<file path="config.mk">
export PLATFORM = sky130hd
export DESIGN_NAME = round_robin_pending_selector
export DESIGN_NICKNAME = d
export VERILOG_FILES = /design/src/rrps_pkg.sv /design/src/round_robin_pending_selector.sv
export SDC_FILE = /design/constraint.sdc
export NUM_CORES = 1
export LEC_CHECK = 0
export ABC_AREA = 0
export BUFFER_PORTS_ARGS = -buffer_cell sky130_fd_sc_hd__buf_2
export CORE_ASPECT_RATIO = 0.5
export CORE_MARGIN = 8
export CORE_UTILIZATION = 50
export DETAILED_ROUTE_END_ITERATION = 8
export GPL_ROUTABILITY_DRIVEN = 0
export HOLD_SLACK_MARGIN = 0.08
export PLACE_DENSITY_LB_ADDON = 0.25
export SYNTH_ARGS = -nofsm -noshare
export SYNTH_HDL_FRONTEND = slang
export SYNTH_SLANG_ARGS = --single-unit
</file>
<file path="constraint.sdc">
create_clock -name clk -period 16.2 [get_ports clk]
set_input_delay 0.81 -clock clk [delete_from_list [all_inputs] [get_ports clk]]
set_output_delay 0.81 -clock clk [all_outputs]
set_load 0.05 [all_outputs]
</file>
<file path="src/rrps_pkg.sv">
// ---------------------------------------------------------------------------
// rrps_pkg: shared types and constants of the round-robin pending selector
// Command and result payloads, status and mode codes, sizing constants.
// ---------------------------------------------------------------------------
package rrps_pkg;

	localparam int MAX_CHANNELS = 16;
	localparam int COUNT_BITS   = 16;
	localparam int TOTAL_BITS   = 20;
	localparam int LAST_BITS    = 5;
	localparam int CH_BITS      = $clog2(MAX_CHANNELS);
	localparam int CFG_IDX_BITS = 4;
	localparam int CFG_DAT_BITS = 5;

	localparam logic [COUNT_BITS-1:0] COUNT_MAX = {COUNT_BITS{1'b1}};
	localparam logic [TOTAL_BITS-1:0] TOTAL_MAX = {TOTAL_BITS{1'b1}};

	localparam logic [1:0] MODE_WRITE_DONE = 2'd0;
	localparam logic [1:0] MODE_READ_REQ   = 2'd1;
	localparam logic [1:0] MODE_READ_DONE  = 2'd2;

	localparam logic [2:0] STAT_OK    = 3'd0;
	localparam logic [2:0] STAT_NONE  = 3'd1;
	localparam logic [2:0] STAT_BADIX = 3'd2;
	localparam logic [2:0] STAT_UNDER = 3'd3;
	localparam logic [2:0] STAT_SAT   = 3'd4;

	localparam logic [CFG_IDX_BITS-1:0] REG_CHANNEL_COUNT = 4'd0;
	localparam logic [CFG_IDX_BITS-1:0] REG_ENABLED       = 4'd1;

	typedef struct packed {
		logic [1:0] mode;
		logic [3:0] channel;
	} cmd_t;

	typedef struct packed {
		logic       granted;
		logic [3:0] granted_channel;
		logic [2:0] status;
	} result_t;

	typedef enum logic {
		ST_IDLE,
		ST_EXEC
	} state_t;

endpackage

</file>
<file path="src/round_robin_pending_selector.sv">
// ---------------------------------------------------------------------------
// round_robin_pending_selector: per-channel pending counters with a
// round-robin grant over the channels whose count is nonzero.
// ---------------------------------------------------------------------------
// An accepted command is registered with the read of its count entry; the
// execute state writes the entry back and registers the result. Busy holds
// off a new command meanwhile, as the count memory is read and written back.
// The receiver cannot stall; each done strobe is high for one cycle only.
// Reset clears all counts at once through the nonzero flags; there is no
// clearing pass, and configuration returns to 16 channels, enabled.
module round_robin_pending_selector (
	input  logic                                  clk,
	input  logic                                  arst_n,
	input  logic                                  start,
	output logic                                  busy,
	input  rrps_pkg::cmd_t                        cmd,
	output logic                                  done,
	output rrps_pkg::result_t                     result,
	input  logic                                  cfg_valid,
	output logic                                  cfg_ready,
	input  logic [rrps_pkg::CFG_IDX_BITS-1:0]     cfg_index,
	input  logic [rrps_pkg::CFG_DAT_BITS-1:0]     cfg_data
);

	localparam int NC = rrps_pkg::MAX_CHANNELS;

	rrps_pkg::state_t state_q, state_d;

	logic [4:0]                        chan_cnt_q;
	logic                              enabled_q;
	logic [rrps_pkg::COUNT_BITS-1:0]   count_mem [NC];
	logic [rrps_pkg::COUNT_BITS-1:0]   rdata_s1;
	rrps_pkg::cmd_t                    cmd_s1;
	logic [NC-1:0]                     nz_q;
	logic [rrps_pkg::TOTAL_BITS-1:0]   total_q;
	logic [rrps_pkg::LAST_BITS-1:0]    last_q;
	rrps_pkg::result_t                 result_q;
	logic                              done_q;

	logic                              accept;
	logic                              exec;
	logic [4:0]                        n_use;
	logic [rrps_pkg::COUNT_BITS-1:0]   cur_count;
	logic                              ch_bad;
	logic [NC-1:0]                     masked;
	logic [rrps_pkg::LAST_BITS-1:0]    start_pos;
	logic [rrps_pkg::LAST_BITS-1:0]    pos_inc;
	logic                              hi_found;
	logic                              lo_found;
	logic [rrps_pkg::CH_BITS-1:0]      hi_idx;
	logic [rrps_pkg::CH_BITS-1:0]      lo_idx;
	logic [rrps_pkg::CH_BITS-1:0]      sel_idx;

	logic                              mem_we;
	logic [rrps_pkg::COUNT_BITS-1:0]   mem_wd;
	logic                              cnt_inc;
	logic                              cnt_dec;
	logic                              grant_upd;
	rrps_pkg::result_t                 res_d;

	assign cfg_ready = 1'b1;
	assign busy      = (state_q != rrps_pkg::ST_IDLE);
	assign accept    = start && !busy;
	assign exec      = (state_q == rrps_pkg::ST_EXEC);
	assign done      = done_q;
	assign result    = result_q;

	// Configuration registers.
	always_ff @(posedge clk or negedge arst_n) begin
		if (!arst_n) begin
			chan_cnt_q <= 5'd16;
			enabled_q  <= 1'b1;
		end else if (cfg_valid && cfg_ready) begin
			if (cfg_index == rrps_pkg::REG_CHANNEL_COUNT) begin
				chan_cnt_q <= cfg_data;
			end else if (cfg_index == rrps_pkg::REG_ENABLED) begin
				enabled_q <= cfg_data[0];
			end
		end
	end

	// Count memory: read at command acceptance, written back in the execute cycle.
	always_ff @(posedge clk) begin
		if (mem_we) begin
			count_mem[cmd_s1.channel] <= mem_wd;
		end
		if (accept) begin
			rdata_s1 <= count_mem[cmd.channel];
			cmd_s1   <= cmd;
		end
	end

	always_ff @(posedge clk or negedge arst_n) begin
		if (!arst_n) begin
			state_q <= rrps_pkg::ST_IDLE;
		end else begin
			state_q <= state_d;
		end
	end

	always_comb begin
		state_d = state_q;
		unique case (state_q)
			rrps_pkg::ST_IDLE: begin
				if (accept) state_d = rrps_pkg::ST_EXEC;
			end
			rrps_pkg::ST_EXEC: begin
				state_d = rrps_pkg::ST_IDLE;
			end
			default: state_d = rrps_pkg::ST_IDLE;
		endcase
	end

	always_comb begin
		if (chan_cnt_q == 5'd0) begin
			n_use = 5'd1;
		end else if (chan_cnt_q > 5'(NC)) begin
			n_use = 5'(NC);
		end else begin
			n_use = chan_cnt_q;
		end
	end

	// A memory entry whose nonzero flag is clear reads as zero.
	assign cur_count = nz_q[cmd_s1.channel] ? rdata_s1 : '0;
	assign ch_bad    = ({1'b0, cmd_s1.channel} >= n_use);

	// Rotating priority encoder over the nonzero flags of the channels in use.
	assign pos_inc   = last_q + 1'b1;
	assign start_pos = (pos_inc >= n_use) ? '0 : pos_inc;

	always_comb begin
		masked   = '0;
		hi_found = 1'b0;
		lo_found = 1'b0;
		hi_idx   = '0;
		lo_idx   = '0;
		for (int i = 0; i < NC; i++) begin
			masked[i] = nz_q[i] && (5'(i) < n_use);
		end
		for (int i = NC - 1; i >= 0; i--) begin
			if (masked[i]) begin
				lo_found = 1'b1;
				lo_idx   = rrps_pkg::CH_BITS'(i);
				if (5'(i) >= start_pos) begin
					hi_found = 1'b1;
					hi_idx   = rrps_pkg::CH_BITS'(i);
				end
			end
		end
		sel_idx = hi_found ? hi_idx : lo_idx;
	end

	always_comb begin
		res_d     = '0;
		res_d.status = rrps_pkg::STAT_OK;
		cnt_inc   = 1'b0;
		cnt_dec   = 1'b0;
		grant_upd = 1'b0;
		unique case (cmd_s1.mode)
			rrps_pkg::MODE_WRITE_DONE: begin
				priority if (!enabled_q) begin
					res_d.status = rrps_pkg::STAT_OK;
				end else if (ch_bad) begin
					res_d.status = rrps_pkg::STAT_BADIX;
				end else if (cur_count >= rrps_pkg::COUNT_MAX ||
				             total_q >= rrps_pkg::TOTAL_MAX) begin
					res_d.status = rrps_pkg::STAT_SAT;
				end else begin
					cnt_inc = 1'b1;
				end
			end
			rrps_pkg::MODE_READ_REQ: begin
				if (total_q == '0 || !lo_found) begin
					res_d.status = rrps_pkg::STAT_NONE;
				end else begin
					res_d.granted         = 1'b1;
					res_d.granted_channel = 4'(sel_idx);
					grant_upd             = 1'b1;
				end
			end
			rrps_pkg::MODE_READ_DONE: begin
				priority if (ch_bad) begin
					res_d.status = rrps_pkg::STAT_BADIX;
				end else if (cur_count == '0 || total_q == '0) begin
					res_d.status = rrps_pkg::STAT_UNDER;
				end else begin
					cnt_dec = 1'b1;
				end
			end
			default: begin
				res_d.status = rrps_pkg::STAT_OK;
			end
		endcase
	end

	assign mem_we = exec && (cnt_inc || cnt_dec);
	assign mem_wd = cnt_inc ? (cur_count + 1'b1) : (cur_count - 1'b1);

	always_ff @(posedge clk or negedge arst_n) begin
		if (!arst_n) begin
			nz_q    <= '0;
			total_q <= '0;
			last_q  <= '1;
			done_q  <= 1'b0;
		end else begin
			done_q <= exec;
			if (exec) begin
				if (cnt_inc) begin
					nz_q[cmd_s1.channel] <= 1'b1;
					total_q <= total_q + 1'b1;
				end else if (cnt_dec) begin
					nz_q[cmd_s1.channel] <= (cur_count != rrps_pkg::COUNT_BITS'(1));
					total_q <= total_q - 1'b1;
				end
				if (grant_upd) begin
					last_q <= rrps_pkg::LAST_BITS'(sel_idx);
				end
			end
		end
	end

	always_ff @(posedge clk) begin
		if (exec) begin
			result_q <= res_d;
		end
	end

endmodule

</file>
# Word level (Yosys, flattened, before mapping)
# Memory sizes are Yosys's and may differ from the RTL's. A register that Yosys moved wholly into a read port is not among the register bits.
# Index checks and enable logic that the tools add are counted.
[totals]
ramBits = 256
input_bits = 19
register_bits = 63
mem_count = 1
out_inout_bits = 11
[mem_list]
columns = ["name", "depth", "width", "read_ports", "rd_clocked_by_memory_dff", "write_ports", "line", "rtl"]
rows = [
  ["count_mem", 16, 16, 1, 1, 1, "round_robin_pending_selector.sv:31", "logic [rrps_pkg::COUNT_BITS-1:0] count_mem [NC];"],
]
[classes]
n_reduce_logical = 36
order_cmp = 39
bitwise_logic = 4
n_mux = 132
add_sub_neg = 5
eq_ne = 4
[op_table]
columns = ["op", "n"]
rows = [
  ["$mux 4", 49],
  ["$mux 16", 4],
  ["$mux 1", 63],
  ["$ge 4x5->1 const A", 8],
  ["$lt 4x5->1 const A", 8],
  ["$mux 20", 2],
  ["$add 20x1->20 const B", 1],
  ["$ge 20x20->1 const B", 1],
  ["$ge 3x5->1 const A", 4],
  ["$logic_not 20->1", 1],
  ["$lt 3x5->1 const A", 4],
  ["$mux 5", 4],
  ["$sub 20x1->20 const B", 1],
  ["$logic_and 1x1->1", 19],
  ["$add 16x1->16 const B", 1],
  ["$bwmux 16", 1],
  ["$ge 16x16->1 const B", 1],
  ["$logic_not 16->1", 1],
  ["$ne 16x1->1 const B", 1],
  ["$or 16x16->16", 1],
  ["$sub 16x1->16 const B", 1],
  ["$ge 1x5->1 const A", 2],
  ["$ge 2x5->1 const A", 2],
  ["$lt 1x5->1 const A", 2],
  ["other kinds (26)", 38],
]

# Longest topological paths before layout
# Gate-level depths: netlist (run 1).
[logic_depth]
word_depth = 40
ltp_mapped = 24
depth_no_buf = 20

# Least setup slack after synthesis (run 1)
# Ideal clock, no wire load.
[synth_timing]
path_kind = "register to register"
start = "reg cmd_s1[1] in the netlist's numbering"
end = "reg total_q[19] in the netlist's numbering"
stages_incl_launch_ff = 25
required_ns = 16.061
arrival_time_ns = 5.660
setup_ns = 0.139
slack_ns = 10.401
cell_sequence = "edfxtp_1 buf_2 mux4_2 mux2i_1 mux2i_1 clkbuf_1 clkbuf_1 nand2_1 inv_1 ha_1 and3_1 and3_1 and2_1 a311oi_2 buf_4 inv_2 ha_1 and3_1 a221o_1 nor4_1 a211oi_1 a211oi_1 nor3_1 a21boi_0 or4_1"
[synth_via]
elab_chain_len = 11
[synth_lines]
columns = ["element", "line", "rtl"]
rows = [
  ["start: declaration", "round_robin_pending_selector.sv:33", "rrps_pkg::cmd_t cmd_s1;"],
  ["start signal: assignment", "round_robin_pending_selector.sv:89", "cmd_s1 <= cmd;"],
  ["$bmux 1 s4", "round_robin_pending_selector.sv:125", "assign cur_count = nz_q[cmd_s1.channel] ? rdata_s1 : '0;"],
  ["$mux 1 (implied by the code)", "round_robin_pending_selector.sv:125", ""],
  ["$mux 16", "round_robin_pending_selector.sv:125", ""],
  ["$ge 16x16->1", "round_robin_pending_selector.sv:166", "end else if (cur_count >= rrps_pkg::COUNT_MAX ||"],
  ["$logic_or 1x1->1", "round_robin_pending_selector.sv:166", ""],
  ["$mux 1", "round_robin_pending_selector.sv:166", ""],
  ["$mux 1", "round_robin_pending_selector.sv:164", "end else if (ch_bad) begin"],
  ["$mux 1", "round_robin_pending_selector.sv:162", "priority if (!enabled_q) begin"],
  ["$mux 1", "round_robin_pending_selector.sv:160", "unique case (cmd_s1.mode)"],
  ["$reduce_bool 2->1 (no source line)", "n/a", ""],
  ["$reduce_and 2->1 (no source line)", "n/a", ""],
  ["end signal: assignment", "round_robin_pending_selector.sv:211", "total_q <= total_q + 1'b1;"],
  ["end signal: assignment", "round_robin_pending_selector.sv:214", "total_q <= total_q - 1'b1;"],
  ["end: declaration", "round_robin_pending_selector.sv:35", "logic [rrps_pkg::TOTAL_BITS-1:0] total_q;"],
]
# Several ways; a longest one is shown, not always the timed one. The select of a mux whose other input is x is not followed.
# A chain may end at the register's enable or synchronous reset.

# Worst setup path after layout (run 1)
# Ends and elaborated chain as after synthesis.

==> out/summary.md, run 1 <==
The worst ir drop on vdd is 86.8 µV, and the via count of the first global-routing pass is 9,512. The tools report the element type at the critical path start as a flip-flop. The tools report the total count of hold-check failures in the final report as 0. Synthesis produced a netlist with a net count of 1,104. For the number of clock sinks, the log shows 335. Master cell of the clock root buffer: clkbuf_16. The areal power density over the cells works out to 136 nW/µm². For the number of antenna violations at the first check in global routing, the log shows 0.

The initial utilization of the core area, before any placement, comes to 50.2%. The clock arrives with 0.0121 ns of skew. The flow ran to the end, and the final reports show no timing, DRC or antenna violations.

The tools report the count of pins over their slew limit as 0. 0 antenna diodes ended up in the layout. The kind of capture point of the worst setup path was a flip-flop.

The area growth from synthesis to layout is 11.3%. The run gives 1,203 as the number of DRC markers after the initial detailed-route iteration. The total negative slack is 0 ns. For this run, the leading register cell type out of synthesis is edfxtp_1.

The post-synthesis instance area was 15,700 µm²; the max-cap check violation count was 0. The Yosys step of the flow raised 0 warnings. In this run the worst path has a maximum fanout of 28. After clock tree synthesis, the flow added hold-fix buffers numbering 0. The number of buffers inserted during clock tree synthesis is 31. The arrival time at the worst endpoint was 6.92 ns; the clock transition at the registers of the reported paths was 0.07 ns. The synthesized netlist contains 85 unique library cells. The min-delay analysis places its worst path in the category in2async.

Setup violations remaining at the end of the flow were counted as 0. The run gives 1,054 as the cell count after synthesis. The worst slack on hold paths is 0.325 ns. The standard-cell row count was 46; the highest achievable clock rate was 0.155 GHz. The tools report the static leakage as 5.94 nW.

The die covers 37,700 µm². The minimum period implied by the final worst setup slack is 6.47 ns, and the share of flip-flops with an asynchronous set or reset after synthesis is 14.6%. The largest net degree at the start of global routing was 66; the total number of vias was 9,777. Number of enable-type register cells in the synthesized netlist: 286.

The count of unresolved DRC violations after routing was 0; the height of the die was 141 µm. Of the available clock period, the critical path in the final layout requires 39.9%. Worst setup timing slack at the placement stage: 9.86 ns. The logs give 62.4% for the fraction of the yosys area taken by sequential cells and 5 for the count of TritonRoute iterations in the first routing pass. Of the cells placed in the final design, the portion with a size suffix greater than 1 is 22.0%. The run gives 0 as the total grt overflow. After detailed routing, the total wire length is 36.0 mm. The tools report the worst path required time as 16.65 ns.

Measured against its own limit, the worst slew margin works out to 17.7%. For the pin with the worst max-slew slack, the measured transition is 1.23 ns. The die width was 267 µm.

The logs give 56.4 mm for the first-pass GRT wire length and 31,300 µm² for the area of the placeable core. The synthesis-stage register bit count works out to 335. The routed via count divided by cell count is 6.29, and the total of cells resized after clock tree synthesis is 0.

The tools report the later-pin clock latency in the skew report as 0.58 ns. The worst setup path is of the reg2reg kind. The maximum level of the CTS H-tree was 1.

Setup repair after global routing left no endpoint under its margin. During placement, the flow inserted port buffers numbering 28. The total routing resource utilization after global routing came out at 19.2%. At the end of the flow, the number of nets in the layout was 1,149.

The clock passes through at most 3 buffers. In this run the remaining antenna-violating nets after routing total 0. In the post-route analysis, the smallest setup slack over all paths is 9.73 ns. The wire-length estimate of the detail-placed layout is 22.9 mm. In this run the post-CTS setup repair buffer count came out at 0. Averaged over all synthesized cells, the footprint is 14.9 µm². After detailed routing, the average wire length per cell comes to 23.1 µm. TritonCTS built the clock tree. Boundary pin count: 30.
[sequential cells by signal (all words and copies together), names as in the netlist]
signal      count
done            1
last_q          5
count_mem     256
result          8
chan_cnt_q      5
busy            1
enabled_q       1
total_q        20
rdata_s1       16
cmd_s1          6
nz_q           16
[path summary, 6_finish.rpt]
check | startpoint | to | slack (ns) | cells after the start
worst min-delay path | arst_n | chan_cnt_q[3] | 0.33 | 2
worst max-delay path | cmd_s1[1] | total_q[19] | 9.73 | 21
min in group clk | cmd[5] | cmd_s1[5] | 0.43 | 1
worst max register to register | cmd_s1[1] | total_q[19] | 9.73 | 21
max in group asynchronous | arst_n | total_q[1] | 15.41 | 2
worst min register to register | last_q[1] | last_q[1] | 0.49 | 2
[stage by stage]
stage	utilization, %	area, µm²	total power, mW	std cells
finish	55.9	17500	2.39	1555
global placement	52.8	16500	1.67	1498
global route	55.9	17500	2.51	1555
floorplan	-	15700	1.54	1054
detailed placement	52.8	16500	1.69	1498
CTS	55.9	17500	2.39	1555
[critical path: stages, from the launching register on]
cell and delay, ns:
edfxtp_1 0.62, mux4_2 0.56, mux2i_1 0.23, mux2i_1 0.14, buf_4 0.23, nand2_1 0.40, inv_1 0.14, ha_1 0.22
and3_1 0.22, and3_1 0.23, and2_1 0.21, a311oi_4 0.29, inv_2 0.30, ha_1 0.49, nand2_1 0.10, o211ai_1 0.19
nand3_1 0.21, a211oi_1 0.54, a211oi_1 0.15, nor3_1 0.25, a21oi_1 0.06, or4_1 0.51
[metal layers]
metal	wire length [µm]	vias up	GRT usage [%]
li1	-	4342	-
met1	15800	4944	27.9
met2	16600	431	30.5
met3	2890	60	3.02
met4	707	0	4.45
met5	0	-	0
[Yosys cell counts, types with 4 or more instances]
library cell / number / share of area (%)
or2_2: 4 / 0.16
o21bai_1: 7 / 0.33
nand2b_1: 12 / 0.48
o311ai_0: 4 / 0.22
dfrtp_1: 42 / 6.7
clkbuf_1: 25 / 0.60
nor2_1: 44 / 1.0
a31oi_1: 10 / 0.40
buf_2: 7 / 0.22
ha_1: 30 / 2.4
a21oi_1: 42 / 1.3
o21a_1: 8 / 0.38
o211ai_1: 10 / 0.48
o21ai_0: 67 / 2.1
mux2_1: 6 / 0.43
nand3_1: 23 / 0.73
mux4_2: 84 / 12
and3_1: 13 / 0.52
edfxtp_1: 286 / 55
nand2_1: 79 / 1.9
mux2_2: 18 / 1.3
a221o_1: 4 / 0.25
dfstp_2: 7 / 1.2
xor2_1: 14 / 0.78
buf_1: 10 / 0.24
a21o_1: 12 / 0.57
or3_1: 8 / 0.32
and2_1: 9 / 0.36
o31ai_1: 4 / 0.19
or4_1: 7 / 0.33
nor4_1: 11 / 0.44
o22ai_1: 4 / 0.16
nand4_1: 8 / 0.32
a21boi_0: 7 / 0.33
inv_1: 17 / 0.41
a211oi_1: 8 / 0.38
o221ai_1: 5 / 0.28
xnor2_1: 11 / 0.61
nor3_1: 20 / 0.64
[report_power, final]
group	internal [mW]	switching [mW]	total (mW)
sequential	1.01	0.0650	1.08
combinational	0.242	0.363	0.605
clock	0.387	0.317	0.704
[kinds of logic (layout without fill, tap and decap cells)]
logic type / count (synthesis) / count (layout) / share of synthesized area, %
compound gates: 231 / 231 / 9.77
xor+xnor: 26 / 26 / 1.50
fa+ha+maj: 31 / 31 / 2.51
buf+inv: 65 / 134 / 1.69
flops: 335 / 335 / 62.4
mux: 111 / 111 / 13.9
other cells: 1 / 1 / 0.0238
simple gates: 254 / 254 / 8.14
[final cells by class]
type / instances / area [µm²]
repair buffers: 58 / 368
flip-flops and latches: 335 / 9820
inverters: 19 / 71.3
clock buffers: 36 / 795
fillers: 2474 / 13800
well taps: 432 / 541
clock inverters: 21 / 189
multi-input cells: 654 / 5720
[cell usage in the layout (no fill, tap or decap), types with 9 or more instances in the layout]
master / n
nor3_1: 17
dfrtp_1: 42
nand2b_1: 12
nor2_1: 35
a21o_1: 12
buf_4: 31
o211ai_1: 10
nand3_1: 23
xor2_1: 14
edfxtp_1: 286
clkbuf_16: 31
nor4_1: 10
and3_1: 13
nand2_1: 79
mux2_2: 18
a31oi_1: 10
mux4_2: 84
nor2_2: 9
inv_1: 17
xnor2_1: 11
and2_1: 9
o21ai_0: 67
a21oi_1: 42
ha_1: 30
buf_2: 27
Note: power is estimated with default switching activity, not from simulation.
==> run 2, diff against run 1 <==
==> constraint.sdc (replaced) <==
create_clock -name clk -period 6.3 [get_ports clk]
set_input_delay 0.315 -clock clk [delete_from_list [all_inputs] [get_ports clk]]
set_output_delay 0.315 -clock clk [all_outputs]
set_load 0.05 [all_outputs]
==> out/summary.md, run 2 (synthesis gave the netlist of run 1 again) <==
The run finished with clean final reports. The share of cells above drive strength 1 is 21.6% (-0.37 points), and the number of DRC markers after the initial detailed-route iteration is 1,002 (-17%). Clock transition at the registers of the reported paths: 0.07 ns (about the same).

The cell family contributing the most delay on the critical path is simple AND/OR/NAND/NOR gates. The count of pins over their slew limit was 0 (unchanged). Height of the die: 141 µm (unchanged).

Setup slack of the most critical reg-to-reg path: 0.58 ns (-9.15 ns). The tools report the number of buffers inserted during clock tree synthesis as 30 (-3.2%). Number of buffers between clock root and the deepest sink: 3 (unchanged). Placement-stage cell area: 16,600 µm² (+0.18%). The residual antenna-violating net count after detailed routing was 0 (unchanged).

Largest stage delay on the critical path: 0.75 ns (+0.13 ns). The floorplan die area is 37,700 µm² (unchanged). Routed via count divided by cell count: 6.24 (-0.81%). The minimum period implied by the final worst setup slack works out to 5.72 ns (-0.754 ns). Setup repair after global routing left no endpoint under its margin. For the total number of vias, the log shows 9,760 (-0.17%). The tools report the kind of capture point of the worst setup path as a flip-flop. The critical path starts at cmd_s1[2]. The library cells used most frequently in the layout, excluding fill and tap cells, are 286 x edfxtp_1, 84 x mux4_2, 79 x nand2_1.

The logs give 1 (unchanged) for the maximum level of the CTS H-tree and 6.15 ns (-0.77 ns) for the arrival time at the worst endpoint. Most common cell after layout, fill and taps aside: edfxtp_1. The tightest min-delay check is of the in2reg type. For the static leakage, the log shows 5.99 nW (+0.76%).

The flip-flop count of the largest register, all copies and words added was 256 (unchanged). For the count of TritonRoute iterations in the first routing pass, the log shows 6 (+1). The setup violation total in the final timing report was 0 (unchanged); the effective utilization at floorplan was 50.2% (unchanged).

The die width was 267 µm (unchanged). For the total grt overflow, the log shows 0 (unchanged). The largest net degree at the start of global routing came out at 66 (unchanged). The later-pin clock latency in the skew report was 0.58 ns (about the same); the maximum fanout along the worst path was 13 (-54%). Register with the most flip-flops: count_mem.

The cell sitting at the root of the clock tree is a clkbuf_16. The tools report the standard-cell row count as 46 (unchanged). The tools report the first-pass GRT wire length as 56.4 mm (about the same).

The final wirelength is 36.1 mm (+0.37%). For the via count of the first global-routing pass, the log shows 9,552 (+0.42%). The worst slack on hold paths came out at 0.103 ns (-0.223 ns). The endpoint identified for the worst register-to-register timing path is total_q[19].

The run gives 0 (unchanged) as the number of antenna violations at the first check in global routing. The transition time of the tightest slew-check pin works out to 1.20 ns (-0.0228 ns). The largest registers in the layout are count_mem x256, total_q x20. The post-route standard cell area excluding fillers is 17,600 µm² (+0.64%). The count of unresolved DRC violations after routing is 0 (unchanged). The startpoint identified for the worst register-to-register timing path is cmd_s1[2]. For the total count of hold-check failures in the final report, the log shows 0 (unchanged).

The average wire per cell in the routed design was 23.1 µm (-0.27%); the final clock period utilization by the worst path was 90.7% (+51 points). Max-cap check violation count: 0 (unchanged). The tools report the element type at the critical path start as a flip-flop. The number of cells traversed by the worst register-to-register path is 20 (-4.8%), and the highest achievable clock rate is 0.175 GHz (+13%). For hold timing, the worst endpoint is enabled_q.

For the number of clock sinks, the log shows 335 (unchanged). TritonCTS built the clock tree. Relative to the synthesized area, the layout overhead comes to 12.0%. Class of the most critical setup path: reg2reg.

The total inserted antenna cells is 0 (unchanged), and the worst path required time is 6.74 ns (-9.91 ns). The worst slew slack as a fraction of its limit came out at 19.2% (+1.5 points). The area of the placeable core is 31,300 µm² (unchanged).

The areal power density over the cells is 350 nW/µm² (+160%). Depth of the worst hold-timing path: 3. The worst clock skew on the final layout is 0.0174 ns (+0.00530 ns). Library cell contributing the largest single delay on the critical path: edfxtp_1.

The signal on the critical path passes through mux4_2 > mux2i_1 > mux2i_1 > nand2_1 > inv_1 > ha_1 > and3_1 > and3_1 > and2_1 > a311oi_4 > inv_2 > ha_1 > nand2_1 > o211ai_1 > nand3_1 > a211oi_1 > a211oi_1 > nor3_1 > a21oi_1 > or4_1. The tools report the worst ir drop on vdd as 254 µV (+190%). The layout net count came out at 1,160 (+0.96%). The total negative slack came out at 0 ns (unchanged). The count of port buffers added during placement is 28 (unchanged), and the total routing resource utilization after global routing is 19.1% (-0.065 points).

The estimated wirelength of the detail-placed design was 22.5 mm (-1.6%); the sum of buffers and inverters on the critical path was 2 (-1). The tools report the boundary pin count as 30 (unchanged). In this run the most critical hold path is launched from cfg_index[3].
## run 2: layer usage
metal / global-route usage, % / vias to the layer above / share of wire, %
met5: 0 / - / 0
met4: 4.53 / 0 / 2.2
met3: 2.97 / 57 / 7.9
met2: 31.3 / 409 / 47
met1: 26.9 / 4929 / 42
li1: - / 4365 / -
## run 2: area by class of cell
type,count,area [µm²]
clock buffer,36,783
clock inverter,19,201
fill,2467,13700
inverter,19,71.3
multi-input combinational,654,5720
sequential,335,9820
tap,432,541
timing repair buffer,70,478
## run 2: how the worst max path moves through the flow
| stage | endpoint | slack, ns | cells past startpoint |
|---|---|---|---|
| after floorplan | total_q[19] | 0.50 | 24 |
| after global placement | total_q[16] | 0.90 | 20 |
| after detailed placement | total_q[19] | 0.70 | 20 |
| after CTS | total_q[19] | 0.66 | 20 |
| after global routing | total_q[19] | 0.15 | 20 |
| final | total_q[19] | 0.58 | 20 |
## run 2: stage by stage
step	total power, mW	setup WS (ns)	util [%]	instances
floorplan	3.96	0.501	-	1054
global placement	4.30	0.901	52.9	1502
detailed placement	4.35	0.695	52.9	1502
CTS	6.18	0.663	56.3	1565
global route	6.49	0.151	56.3	1565
finish	6.16	0.584	56.3	1565
## run 2: power by group
| part | total (mW) | internal [mW] | switching [mW] |
|---|---|---|---|
| Clock | 1.82 | 1.01 | 0.804 |
| Combinational | 1.58 | 0.630 | 0.948 |
| Sequential | 2.77 | 2.61 | 0.162 |
## run 2: tightest hold or removal path, cell delays in order
cell and delay [ns]:
buf_2 0.08, or4b_2 0.11, mux2_2 0.14
## run 2: repair_timing
action                    in CTS  in global routing
gates resized for setup        0                  0
setup buffers                  0                  0
hold buffers                   8                  0
hold endpoints to repair      50                  0
